--- config.mk ---
export PLATFORM = sky130hd
export DESIGN_NAME = sfa_ram
export DESIGN_NICKNAME = d
export VERILOG_FILES = /design/src/sfa_ram.sv
export SDC_FILE = /design/constraint.sdc
export NUM_CORES = 1
export LEC_CHECK = 0
export BUFFER_PORTS_ARGS = -buffer_cell sky130_fd_sc_hd__buf_4
export CAP_MARGIN = 20
export CORE_AREA = 2 2 110 112
export CTS_CLUSTER_SIZE = 20
export DETAILED_ROUTE_END_ITERATION = 8
export DIE_AREA = 0 0 112 114
export MAX_ROUTING_LAYER = met4
export PLACE_DENSITY = 0.68
export SLEW_MARGIN = 25
export SYNTH_ARGS = -nofsm -noshare
export SYNTH_HDL_FRONTEND = slang
export SYNTH_SLANG_ARGS = --single-unit
--- constraint.sdc ---
create_clock -name clk -period 2 [get_ports clk]
set_clock_uncertainty 0.15 [all_clocks]
set_input_delay 0.2 -clock clk [delete_from_list [all_inputs] [get_ports clk]]
set_output_delay 0.2 -clock clk [all_outputs]
set_load 0.02 [all_outputs]
--- src/sfa_ram.sv ---
// ----------------------------------------------------------------------------
// sfa_ram: generic single write port RAM
// One write and one registered read per cycle.
// ----------------------------------------------------------------------------
module sfa_ram #(
  parameter int WIDTH = 8,
  parameter int DEPTH = 16
) (
  input  logic                     clk,
  input  logic                     we,
  input  logic [$clog2(DEPTH)-1:0] waddr,
  input  logic [WIDTH-1:0]         wdata,
  input  logic [$clog2(DEPTH)-1:0] raddr,
  output logic [WIDTH-1:0]         rdata
);

  logic [WIDTH-1:0] mem [DEPTH];

  always_ff @(posedge clk) begin
    if (we) begin
      mem[waddr] <= wdata;
    end
    rdata <= mem[raddr];
  end

endmodule

### Word level (Yosys, flattened, before mapping)

Memory sizes are Yosys's and may differ from the RTL's. A register that Yosys moved wholly into a read port is not among the register bits.
Cells that the tools add are included.
Widths: inputs -> output; s select.

| storage, ports and cells | value |
|---|---|
| flip-flop bits (word level) | 0 |
| RAM bits | 128 |
| input bits | 18 |
| output and inout bits | 8 |
| word-level logic and storage cells | 3 |
| memories | 1 |

| cells by class | value |
|---|---|
| mux-type cells | 2 |

Memories:

| memory | depth | width | read ports | clocked after Yosys merged registers in | write ports | line | RTL |
|---|---|---|---|---|---|---|---|
| mem | 16 | 8 | 1 | 1 | 1 | 17 | `logic [WIDTH-1:0] mem [DEPTH];` |

Operators by type and width:

| kind | number |
|---|---|
| $mux 1 | 2 |

### Logic depth before layout (Yosys ltp)

| logic depth | value |
|---|---|
| depth in word-level cells | 2 |
| gate-level depth with buffers | 5 |
| mapped depth without buffers | 3 |

### Worst setup path after synthesis

OpenSTA, ideal clock, no wires.

| path | value |
|---|---|
| path kind | input port to flip-flop |
| from | in waddr[2] |
| to | mem mem[0][0] (enable) |
| setup time | 0.383 ns |
| arrival | 1.310 ns |
| data required time | 1.467 ns |
| slack | 0.157 ns |
| cell stages on the path | 2 |
| path buffers | 0 |
| cell sequence | or3b_2 -> nor3_1 |

RTL lines:

| item | line | RTL |
|---|---|---|
| from (decl) | 11 | `input logic [$clog2(DEPTH)-1:0] waddr,` |
| to (decl) | 17 |  |

No word-level cell before the write port.

==> results.yml <==
logic_synthesis:
  synthArstFlopShare_pct: 0
  synth_cell_types: 19
  synth_edf_count: 128
  synth_common_cells: "edfxtp_1 (128), mux4_2 (18), a22oi_1 (16), mux4_1 (14), nor2_1 (13)"
  synth_fp_nets: 247
  synthCells: 229
  ys_ff_latch: 136
  synth.most_common_cell: "edfxtp_1"
  synth_ff_type: "edfxtp_1"
  synth.top_cells.by_area: "edfxtp_1 (75%), mux4_2 (7.9%), mux4_1 (7.1%)"
  ys_seq_area_share_pct: 77.78
  syn_avg_cell_area_um2: 22.48
  synthesis.area_um2: 5147
  yosysWarnings: 0
  synth_top_area_share_pct: 74.67
  yosys.area.top_type: "edfxtp_1"
sta:
  hold_viol: 0
  holdWs_ps: 152.5
  rsz0062_at_grt: "no"
  finalSetupTns_ps: 0
  max_freq_mhz: 652.8
  relSlewSlack_pct: 75.60
  period_needed_ps: 1532
  worstMarginPinSlew_ps: 366.0
  fin_crit_sh_pct: 76.59
  slew_viol_final: 0
  setup_viol: 0
place:
  dp.cells: 414
  gp_congestion: 0.7441
  port_buffers: 25
  dp_hpwl_um: 6345
routing:
  ant_nets: 0
  num_vias: 2465
  drc: 0
  dr.first_iter.drc_count: 202
  viasPerCell: 5.430
  wirelength_um: 9491
  firstDrtPassIters: 4
  avgRoutedWirePerCell_um: 20.91
cts:
  clock_latency_ps: 410
  postCtsHoldBufs: 8
  clkSlewWorstSetupHoldPaths_ps: 60
  cts_tree: "done"
  htree_levels: 4
  cts_resized: 0
  max-clock-path-buffers: 2
  cts-root-buf: "clkbuf_16"
  cts_setup_buffers: 0
  cts_made_buffers: 17
  cts.sinks: 136
min_path:
  hp-class: "primary input to flip-flop"
  hold_path_depth: 3
  hp-start: "waddr[0]"
  hold_end: "mem[8][7]$_DFFE_PP_"
power_and_ir_drop:
  p_leak_nw: 2.175
  peakVddDrop_mv: 0.6614
  pwr_density_cell_nw_per_um2: 1072
die:
  initial_utilization_pct: 43.95
  num_rows: 40
  fp.dieW_um: 112
  dieHeight_um: 114
  core-area_um2: 11710
  io_pins: 26
  die_area_um2: 12770
worst_setup_path:
  cp-end-kind: "flip-flop"
  path_class: "flip-flop to flip-flop"
  required_ps: 2140
  reg2regPathDepth: 3
  critPathMaxFanout: 1
  r2r_start: "mem[0][4]$_DFFE_PP_"
  worstPathArrival_ps: 1670
  r2r_slack_ps: 470
  startpoint_type: "flip-flop"
  r2r_end: "rdata[4]$_DFF_P_"
global_routing:
  grt_pass1_vias: 2630
  grt_pass1_wl_um: 14840
  grt-ovfl-total: 0
  grt_start_max_net_pins: 20
  antenna_found_initial: 0
  grt.total_usage_pct: 16.90
job:
  maxCapViolations: 0
finish:
  utilization_pct: 54.10
  drive_gt1_share_pct: 31.92
  syn_to_final_growth_pct: 23.09
  nFillCells: 915
  multi_input_area_um2: 1057
  n_antenna_cell: 0
  final_nets: 312
  final_cell_count_no_fill: 454
  ff_latch_area_um2: 4004
outcome:
  status: "complete, no violations"
## critical path, cell delays in order, from the launching register on
cell	delay [ps]
edfxtp_1	370
mux4_2	470
a22oi_1	330
nand2_1	90
## cell type report
cell class | instances | share of cell area [%]
tap | 147 | 2.903
clock buffer | 18 | 6.773
clock inverter | 14 | 3.100
sequential | 136 | 63.19
timing repair buffer | 56 | 7.346
multi-input combinational | 83 | 16.69
## how the worst max path moves through the flow
stage	from	endpoint	slack [ps]	depth (start not counted)
finish	mem[0][4]$_DFFE_PP_	rdata[4]$_DFF_P_	470	3
global route	mem[2][4]$_DFFE_PP_	rdata[4]$_DFF_P_	400	3
CTS	mem[0][4]$_DFFE_PP_	rdata[4]$_DFF_P_	460	3
detailed placement	raddr[0]	rdata[2]$_DFF_P_	170	5
global placement	raddr[0]	rdata[2]$_DFF_P_	160	5
floorplan	waddr[2]	mem[0][0]$_DFFE_PP_	160	2
## per-stage QoR
stage | area (µm²) | power (mW) | setup WS (ps)
floorplan | 5147 | 3.445 | 157.1
global route | 6336 | 7.019 | 398.7
CTS | 6336 | 6.852 | 455.9
finish | 6336 | 6.795 | 468.2
global placement | 5630 | 3.598 | 162.0
detailed placement | 5630 | 3.609 | 170.1
## logic make-up after synthesis
| family | synth area share (%) |
|---|---|
| AOI/OAI and AO/OA | 2.334 |
| and+or+nand+nor | 3.184 |
| muxes | 15.02 |
| DFF | 77.78 |
| buffers and inverters | 1.677 |
## per-layer routing
metal	part of all wire, %	GRT usage (%)	vias up
met5	0	-	-
met4	1.1	6.098	0
met3	4.3	4.942	13
met2	50	25.78	61
met1	45	21.98	1282
li1	-	-	1109
## sequential cells by signal, indices dropped and copies added (netlist names)
register / cells
rdata: 8
mem: 128
## cells in the final DEF, fill, tap and decap left out
cell and instances:
and2_1 1, buf_4 46, clkbuf_16 17, and2b_1 1, clkbuf_1 1, bufinv_16 4, dfxtp_1 8, mux4_2 18
nand2_1 9, clkinvlp_4 3, nand3b_1 2, inv_6 3, a22oi_1 16, nand3_1 1, clkinv_2 2, edfxtp_1 128
dlygate4sd3_1 8, nand2b_1 2, or3b_2 1, clkinv_4 2, buf_12 2, nor2b_1 1, nor2_1 13, mux4_1 14
nor3_1 4
## power by group
part           total (mW)  switching [mW]  internal, mW
registers            3.21          0.0217          3.19
clock network        3.24            1.14          2.09
logic               0.348           0.184         0.164
(Power assumes the default switching activity.)
