<file path="src/sfa_pkg.sv">
// ----------------------------------------------------------------------------
// sfa_pkg: shared types and constants of the spring force accumulator
// Field widths, lane command codes, the lane control struct and the
// saturating accumulator update.
// ----------------------------------------------------------------------------
package sfa_pkg;

  localparam int FORCE_W          = 48;
  localparam int STIFF_W          = 32;
  localparam int REST_W           = 31;
  localparam int VID_W            = 10;
  localparam int POS_W            = 32;
  localparam int FRAC_BITS        = 16;
  localparam int DEF_NUM_VERTICES = 1024;
  localparam int DEF_COORD_WIDTH  = 32;

  localparam logic [STIFF_W-1:0] STIFF_RESET = 32'h0001_0000;
  localparam logic               OP_APPLY     = 1'b0;
  localparam logic               OP_READ      = 1'b1;
  localparam logic               REG_STIFFNESS = 1'b0;

  localparam logic signed [FORCE_W-1:0] F48_MAX = {1'b0, {(FORCE_W-1){1'b1}}};
  localparam logic signed [FORCE_W-1:0] F48_MIN = {1'b1, {(FORCE_W-1){1'b0}}};

  // Commands from the sequencer to one axis lane.
  typedef enum logic [2:0] {
    LN_HOLD    = 3'd0,
    LN_LOAD_SQ = 3'd1,
    LN_MUL     = 3'd2,
    LN_LOAD_P  = 3'd3,
    LN_DIV     = 3'd4,
    LN_LOAD_KT = 3'd5,
    LN_CLAMP   = 3'd6
  } lane_cmd_t;

  typedef struct packed {
    lane_cmd_t cmd;
    logic      delneg;
    logic      zero;
  } lane_ctrl_t;

  // Saturating add or subtract; the top bit of the result flags a clamp.
  function automatic logic [FORCE_W:0] sat_acc(input logic [FORCE_W-1:0] acc,
                                               input logic [FORCE_W-1:0] f,
                                               input logic sub);
    logic [FORCE_W:0] s;
    logic [FORCE_W:0] r;
    if (sub) begin
      s = {acc[FORCE_W-1], acc} - {f[FORCE_W-1], f};
    end else begin
      s = {acc[FORCE_W-1], acc} + {f[FORCE_W-1], f};
    end
    if (s[FORCE_W] != s[FORCE_W-1]) begin
      r = {1'b1, (s[FORCE_W] ? F48_MIN : F48_MAX)};
    end else begin
      r = {1'b0, s[FORCE_W-1:0]};
    end
    return r;
  endfunction

endpackage

</file>
<file path="src/sfa_lane.sv">
// ----------------------------------------------------------------------------
// sfa_lane: one axis of the spring force datapath
// Radix-2 shift-add multiplier and restoring divider sharing one product
// register, followed by the force clamp.
// ----------------------------------------------------------------------------
module sfa_lane import sfa_pkg::*; #(
  parameter int COORD_WIDTH = DEF_COORD_WIDTH,
  localparam int DW = COORD_WIDTH + 1,
  localparam int MW = (REST_W > DW) ? REST_W : DW,
  localparam int QW = (MW > STIFF_W) ? MW : STIFF_W,
  localparam int PW = MW + ((DW > STIFF_W) ? DW : STIFF_W)
) (
  input  logic                   clk,
  input  lane_ctrl_t             ctrl,
  input  logic [COORD_WIDTH-1:0] pos_a,
  input  logic [COORD_WIDTH-1:0] pos_b,
  input  logic [MW-1:0]          delmag,
  input  logic [DW-1:0]          span,
  input  logic [STIFF_W-1:0]     stiffness,
  output logic [PW-1:0]          prod,
  output logic [FORCE_W-1:0]     force_val
);

  logic [DW-1:0]         d_now;
  logic [DW-1:0]         dm_now;
  logic [DW-1:0]         dm;
  logic                  dneg;
  logic [PW-1:0]         mcand;
  logic [QW-1:0]         mplier;
  logic [DW-1:0]         rem;
  logic [DW:0]           rsh;
  logic [DW:0]           rdiff;
  logic                  ge;
  logic [PW+FORCE_W-1:0] mx;
  logic                  big;
  logic [FORCE_W-1:0]    low;
  logic [FORCE_W-1:0]    force_next;

  assign d_now  = {pos_a[COORD_WIDTH-1], pos_a} - {pos_b[COORD_WIDTH-1], pos_b};
  assign dm_now = d_now[DW-1] ? (~d_now + DW'(1)) : d_now;

  assign rsh   = {rem, prod[PW-1]};
  assign rdiff = rsh - {1'b0, span};
  assign ge    = (rsh >= {1'b0, span});

  // Magnitude is floor(k*t / 2^16); anything at or above 2^47 clamps.
  assign mx  = {{FORCE_W{1'b0}}, prod} >> FRAC_BITS;
  assign big = |mx[PW+FORCE_W-1:FORCE_W-1];
  assign low = {1'b0, mx[FORCE_W-2:0]};

  always_comb begin
    if (ctrl.zero) begin
      force_next = '0;
    end else if (dneg ^ ctrl.delneg) begin
      force_next = big ? F48_MIN : (~low + FORCE_W'(1));
    end else begin
      force_next = big ? F48_MAX : low;
    end
  end

  always_ff @(posedge clk) begin
    unique case (ctrl.cmd)
      LN_HOLD: begin
      end
      LN_LOAD_SQ: begin
        dneg   <= d_now[DW-1];
        dm     <= dm_now;
        mcand  <= PW'(dm_now);
        mplier <= QW'(dm_now);
        prod   <= '0;
      end
      LN_MUL: begin
        if (mplier[0]) begin
          prod <= prod + mcand;
        end
        mcand  <= {mcand[PW-2:0], 1'b0};
        mplier <= {1'b0, mplier[QW-1:1]};
      end
      LN_LOAD_P: begin
        mcand  <= PW'(dm);
        mplier <= QW'(delmag);
        prod   <= '0;
        rem    <= '0;
      end
      LN_DIV: begin
        rem  <= ge ? rdiff[DW-1:0] : rsh[DW-1:0];
        prod <= {prod[PW-2:0], ge};
      end
      LN_LOAD_KT: begin
        mcand  <= prod;
        mplier <= QW'(stiffness);
        prod   <= '0;
      end
      LN_CLAMP: begin
        force_val <= force_next;
      end
      default: begin
      end
    endcase
  end

endmodule

</file>
<file path="config.mk">
export PLATFORM = sky130hd
export DESIGN_NAME = sfa_lane
export DESIGN_NICKNAME = d
export VERILOG_FILES = /design/src/sfa_pkg.sv /design/src/sfa_lane.sv
export SDC_FILE = /design/constraint.sdc
export NUM_CORES = 1
export LEC_CHECK = 0
export BUFFER_PORTS_ARGS = -buffer_cell sky130_fd_sc_hd__buf_2
export CAP_MARGIN = 0
export CELL_PAD_IN_SITES_DETAIL_PLACEMENT = 1
export CELL_PAD_IN_SITES_GLOBAL_PLACEMENT = 2
export CORE_ASPECT_RATIO = 0.8
export CORE_MARGIN = 8
export CORE_UTILIZATION = 40
export DETAILED_ROUTE_END_ITERATION = 8
export PLACE_DENSITY_LB_ADDON = 0.25
export RECOVER_POWER = 25
export SETUP_SLACK_MARGIN = 0.02
export SLEW_MARGIN = 20
export SYNTH_ARGS = -nofsm -noshare
export SYNTH_HDL_FRONTEND = slang
export SYNTH_SLANG_ARGS = --single-unit
</file>
<file path="constraint.sdc">
create_clock -name clk -period 17.1 [get_ports clk]
set_input_delay 0.855 -clock clk [delete_from_list [all_inputs] [get_ports clk]]
set_output_delay 0.855 -clock clk [all_outputs]
set_load 0.02 [all_outputs]
</file>
# After elaboration in Yosys (flattened, before gate mapping)
# Cells that the tools add are included.
[classes]
n_bitwise = 3
n_reduce_logical = 6
n_lt_le_gt_ge = 1
add_sub_neg = 5
n_eq_ne = 7
mux = 10
[ops]
columns = ["cell", "count"]
rows = [
  ["case mux 66 bit (4 select lines)", 1],
  ["case mux 66 bit (3 select lines)", 1],
  ["case mux 33 bit (4 select lines)", 1],
  ["two-way mux 48 bit", 2],
  ["adder 66 bit", 1],
  ["two-way mux 33 bit", 2],
  ["two-way mux 66 bit", 1],
  ["case mux 33 bit (2 select lines)", 1],
  ["adder 48 x 1 -> 48 bit, second input constant", 1],
  ["NOT 47 -> 48 bit", 1],
  ["two-way mux 47 bit", 1],
  ["greater-or-equal comparator 34 x 33 -> 1 bit", 1],
  ["adder 33 x 1 -> 33 bit, second input constant", 1],
  ["NOT 33 bit", 1],
  ["subtractor 32 x 32 -> 33 bit", 1],
  ["subtractor 33 bit", 1],
  ["equality test 3 bit, second input constant", 3],
  ["equality test 3 x 2 -> 1 bit, second input constant", 2],
  ["OR reduction 3 bit", 2],
  ["nonzero test 4 bit", 1],
  ["equality test 3 x 1 -> 1 bit, second input constant", 1],
  ["nonzero test 3 bit", 1],
  ["inequality test 2 bit, second input constant", 1],
  ["AND reduction 2 bit", 1],
  ["other kinds (2)", 2],
]
[word_totals]
input_bits = 168
ff_bits = 280
output_inout_bits = 114
word_cells = 39

# Logic depth before layout (Yosys ltp)
[depth]
word_depth = 5
mapped_depth = 17
ltp_nobuf = 15

# Least setup slack after synthesis
# Ideal clock, no wire load.
[synth_timing]
path_kind = "input to register"
startpoint = "in ctrl[2] in the netlist's numbering"
endpoint = "reg prod[0] (enable)"
stages = 4
t_arrival_ps = 6073
setup_ps = 581
path_buffers = 2
setup_slack_ps = 10446
required_time_ps = 16519
path_cell_list = "clkbuf_1 -> clkbuf_1 -> a21oi_1 -> o21ai_0"
[synth_via]
elab_chain_cells = 4
elab_cells_between_ends = 9
classes_between = "6 x eq/ne; 3 x reduce/logical"
[synth_rtl]
columns = ["element", "line_no", "text"]
rows = [
  ["start: declaration", "sfa_lane.sv:14", "input lane_ctrl_t ctrl,"],
  ["equality test 3 x 2 -> 1 bit, or another cell as far along", "sfa_lane.sv:62", "unique case (ctrl.cmd)"],
  ["OR reduction 3 bit (no line)", "-", ""],
  ["nonzero test 3 bit (no line)", "-", ""],
  ["AND reduction 2 bit (no line) *", "-", ""],
  ["end signal: assignment", "sfa_lane.sv:74", "prod <= prod + mcand;"],
  ["end signal: assignment", "sfa_lane.sv:87", "prod <= {prod[PW-2:0], ge};"],
  ["end: declaration", "sfa_lane.sv:20", "output logic [PW-1:0] prod,"],
]
# Mark *: on every way between the ends. The rest lies on a longest branch, timed or not.
# A chain may end at the register's enable or synchronous reset.

# Worst setup path in the final report
[layout_timing]
startpoint = "in pos_b[10]"
endpoint = "reg mplier[30] (data pin)"
[layout_via]
elab_chain_cells = 5
[layout_rtl]
columns = ["element", "line_no", "text"]
rows = [
  ["start: declaration", "sfa_lane.sv:16", "input logic [COORD_WIDTH-1:0] pos_b,"],
  ["subtractor 32 x 32 -> 33 bit *", "sfa_lane.sv:39", "assign d_now = {pos_a[COORD_WIDTH-1], pos_a} - {pos_b[COORD_WIDTH-1], pos_b};"],
  ["NOT 33 bit", "sfa_lane.sv:40", "assign dm_now = d_now[DW-1] ? (~d_now + DW'(1)) : d_now;"],
  ["adder 33 x 1 -> 33 bit", "sfa_lane.sv:40", ""],
  ["two-way mux 33 bit *", "sfa_lane.sv:40", ""],
  ["case mux 33 bit (4 select lines) *", "sfa_lane.sv:62", ""],
  ["end signal: assignment", "sfa_lane.sv:69", "mplier <= QW'(dm_now);"],
  ["end signal: assignment", "sfa_lane.sv:77", "mplier <= {1'b0, mplier[QW-1:1]};"],
  ["end signal: assignment", "sfa_lane.sv:81", "mplier <= QW'(delmag);"],
  ["end: declaration", "sfa_lane.sv:29", "logic [QW-1:0] mplier;"],
]
# Marked as above.

==> impl_metrics.tcl <==
set metrics [dict create \
    fillers 6386 \
    finalSetupTns_ns 0 \
    drv_slew 136 \
    grt_pass1_wl_um 120000 \
    clock_latency_ns 0.55 \
    violations "max-capacitance violations, max-slew violations" \
    synthArstFlopShare_pct 0 \
    post_drt_via_cell_ratio 6.037 \
    clock_skew_ns 0.02761 \
    cp_cell_sequence "buf_2 -> inv_1 -> ha_1 -> and2_1 -> o2111ai_1 -> a2111oi_2 -> nor2_1 -> a21boi_0 -> o22ai_1 -> nor4b_4 -> nand4b_4 -> or4_4 -> nand3_1" \
    dieArea_um2 62900 \
    holdCritPathClass "reg2reg" \
    hold_ws_ns 0.5564 \
    path_buf_inv 2 \
    cts-hold-fix-buffers 0 \
    multi_input_area_um2 12690 \
    ys_warn_count 0 \
    layout_worst_path_cycle_share_pct 27.01 \
    cts.clk_slew.worst_paths_ns 0.06 \
    final_common_cell "edfxtp_1" \
    grt_util_all_layers_pct 23.30 \
    yosysSeqAreaShare_pct 38.16 \
    slowest_delay_ns 0.65 \
    crit_type "in2reg" \
    vias 20450 \
    root_buffer "clkbuf_16" \
    cp_max_fo 10 \
    post-dp-hpwl_um 55820 \
    antenna_found_initial 0 \
    worstPathRequired_ns 17.48 \
    wl_per_cell_um 22.27 \
    fp.dieW_um 278.4 \
    numCtsBuffers 35 \
    synth_seq_cells 280 \
    ir_worst_vdd_mv 0.06261 \
    cp_top_family "simple AND/OR/NAND/NOR gates" \
    worst_slew_pin_slew_ns 2.612 \
    power.clock.fraction_pct 26.5 \
    cts_max_level 2 \
    grt_max_degree 72 \
    fin_nets 2953 \
    seqPwrFrac_pct 34.5 \
    status "finished, violations left" \
    cp.arrival_ns 5.00 \
    period_minus_slack_ns 4.618 \
    end_kind "flip-flop" \
    start_util_pct 40.20 \
    drtPass1Iterations 6 \
    gp_congestion 0.8841 \
    clock_sinks 280 \
    combPwrFrac_pct 39.0 \
    fin_cells 3387 \
    worstSetupStartpointType "input pin" \
    core-area_um2 54820 \
    hold_viol 0 \
    drt_wl_total_um 75430 \
    mostFrequentLayoutCells "edfxtp_1, nand2_1, buf_2" \
    num_rows 77 \
    rsz0062_at_grt "false" \
    p_sw_mw 1.181 \
    die_h_um 225.9 \
    grt_pass1_vias 21490 \
    boundaryPins 282 \
    syn-num-nets 2751 \
    p_int_mw 1.830 \
    placed_area_um2 24030 \
    n_antenna_cell 0 \
    post_cts_buffers 0 \
    synth.distinct_cells 95 \
    gr-total-overflow 0 \
    syn_to_final_growth_pct 14.17 \
    place_inst 3324 \
    p_leak_nw 10.29 \
    maxSlewHeadroom_pct -75.98 \
    clockBufferDepth 3 \
    netlist_area_um2 22040 \
    first_iter_violations 1372 \
    power_mw 3.011 \
    synth_edf_count 280 \
    ant_nets 0 \
    critPathSlowestCell "nor4b_4" \
    finalInstanceArea_um2 25160 \
    power_density_nw_per_um2 119.7 \
    port_buffers 281 \
    avgSynthCellArea_um2 9.002 \
    drive_gt1_share_pct 13.86 \
    switching_share_pct 39.22 \
    synthCells 2448 \
    synthFlopType "edfxtp_1" \
    drv_cap 4 \
    post-route-drc-count 0 \
    setup_viol 0 \
    cts_tree "built" \
    max_clock_freq_ghz 0.2165 \
    post_cts_resized 0 \
    register_area_um2 8408 \
]
## kinds of logic after synthesis
group | after synthesis | share of synthesized area [%]
compound gates | 858 | 26.45
xor+xnor | 149 | 6.007
fa+ha+maj | 135 | 7.767
flops | 280 | 38.16
simple gates | 756 | 16.60
buf+inv | 259 | 4.497
mux | 11 | 0.5224
## power groups by stage
stage / clock network [mW] / registers (mW) / logic, mW
detailed placement: 0 / 1.05 / 1.17
CTS: 0.817 / 1.04 / 1.17
finish: 0.799 / 1.04 / 1.17
floorplan: 0 / 1.04 / 0.790
global placement: 0 / 1.05 / 1.13
global route: 0.837 / 1.05 / 1.30
## flip-flops by register name, indices dropped and copies added, names as in the netlist
| register | count |
|---|---|
| mcand | 66 |
| prod | 66 |
| force_val | 48 |
| dm | 33 |
| mplier | 33 |
| rem | 33 |
| dneg | 1 |
## through the flow
step,setup WS [ns],util [%]
after floorplan,10.45,-
after global placement,12.28,43.82
after detailed placement,12.13,43.83
after CTS,12.66,46.03
after global routing,12.30,45.89
final,12.48,45.89
## cells in the mapped netlist, types with 15 or more instances
library cell / n / area share [%]
ha_1: 132 / 7.5
clkbuf_1: 107 / 1.8
nor2b_1: 24 / 0.68
buf_2: 15 / 0.34
o21bai_1: 25 / 0.85
nor3_1: 49 / 1.1
nand2_1: 244 / 4.2
nor4_1: 19 / 0.54
nand4_1: 26 / 0.74
o21ai_0: 177 / 4.0
a221o_1: 16 / 0.73
xnor2_1: 79 / 3.1
a221oi_1: 20 / 0.79
nor2_1: 191 / 3.3
o31ai_1: 17 / 0.58
or3_1: 23 / 0.65
a22oi_1: 50 / 1.7
o21a_1: 18 / 0.61
xor2_1: 69 / 2.7
and2_1: 18 / 0.51
nand2b_1: 18 / 0.51
edfxtp_1: 280 / 38
inv_1: 123 / 2.1
a22o_1: 101 / 4.0
a21oi_1: 193 / 4.4
a21o_1: 78 / 2.7
nand3_1: 67 / 1.5
a31oi_1: 29 / 0.82
o211ai_1: 16 / 0.55
## cell type report
type / instances / share of cell area (%)
inverters: 123 / 1.835
clock buffers: 42 / 3.755
well taps: 711 / 3.536
repair buffers: 301 / 5.978
clock inverters: 21 / 1.049
flip-flops and latches: 280 / 33.42
multi-input cells: 1909 / 50.43
## metal layers
| layer | routed length, um | vias up | track usage, % |
|---|---|---|---|
| li1 | - | 9660 | - |
| met1 | 34420 | 10190 | 31.09 |
| met2 | 35540 | 483 | 39.01 |
| met3 | 3569 | 114 | 3.511 |
| met4 | 1901 | 0 | 6.788 |
| met5 | 0 | - | 0 |
## path summary, 6_finish.rpt
| path | slack [ns] | to | depth (start not counted) | start |
|---|---|---|---|---|
| max | 12.48 | mplier[30]$_DFFE_PP_ | 13 | pos_b[10] |
| min | 0.56 | mplier[7]$_DFFE_PP_ | 2 | mplier[8]$_DFFE_PP_ |
| max reg2reg | 12.61 | prod[56]$_DFFE_PP_ | 12 | prod[0]$_DFFE_PP_ |
| min reg2reg | 0.56 | mplier[7]$_DFFE_PP_ | 2 | mplier[8]$_DFFE_PP_ |
## worst register-to-register path: stages (launching register included)
cell	delay, ns
edfxtp_1	0.46
ha_1	0.28
fa_1	0.41
a21oi_1	0.26
o211ai_1	0.18
o211ai_1	0.54
o2111ai_1	0.21
o211ai_1	0.30
o31ai_1	0.25
a21oi_1	0.48
o21ai_0	0.32
a21o_1	0.25
a221o_1	0.31
Power figures use the tool's default switching activity.
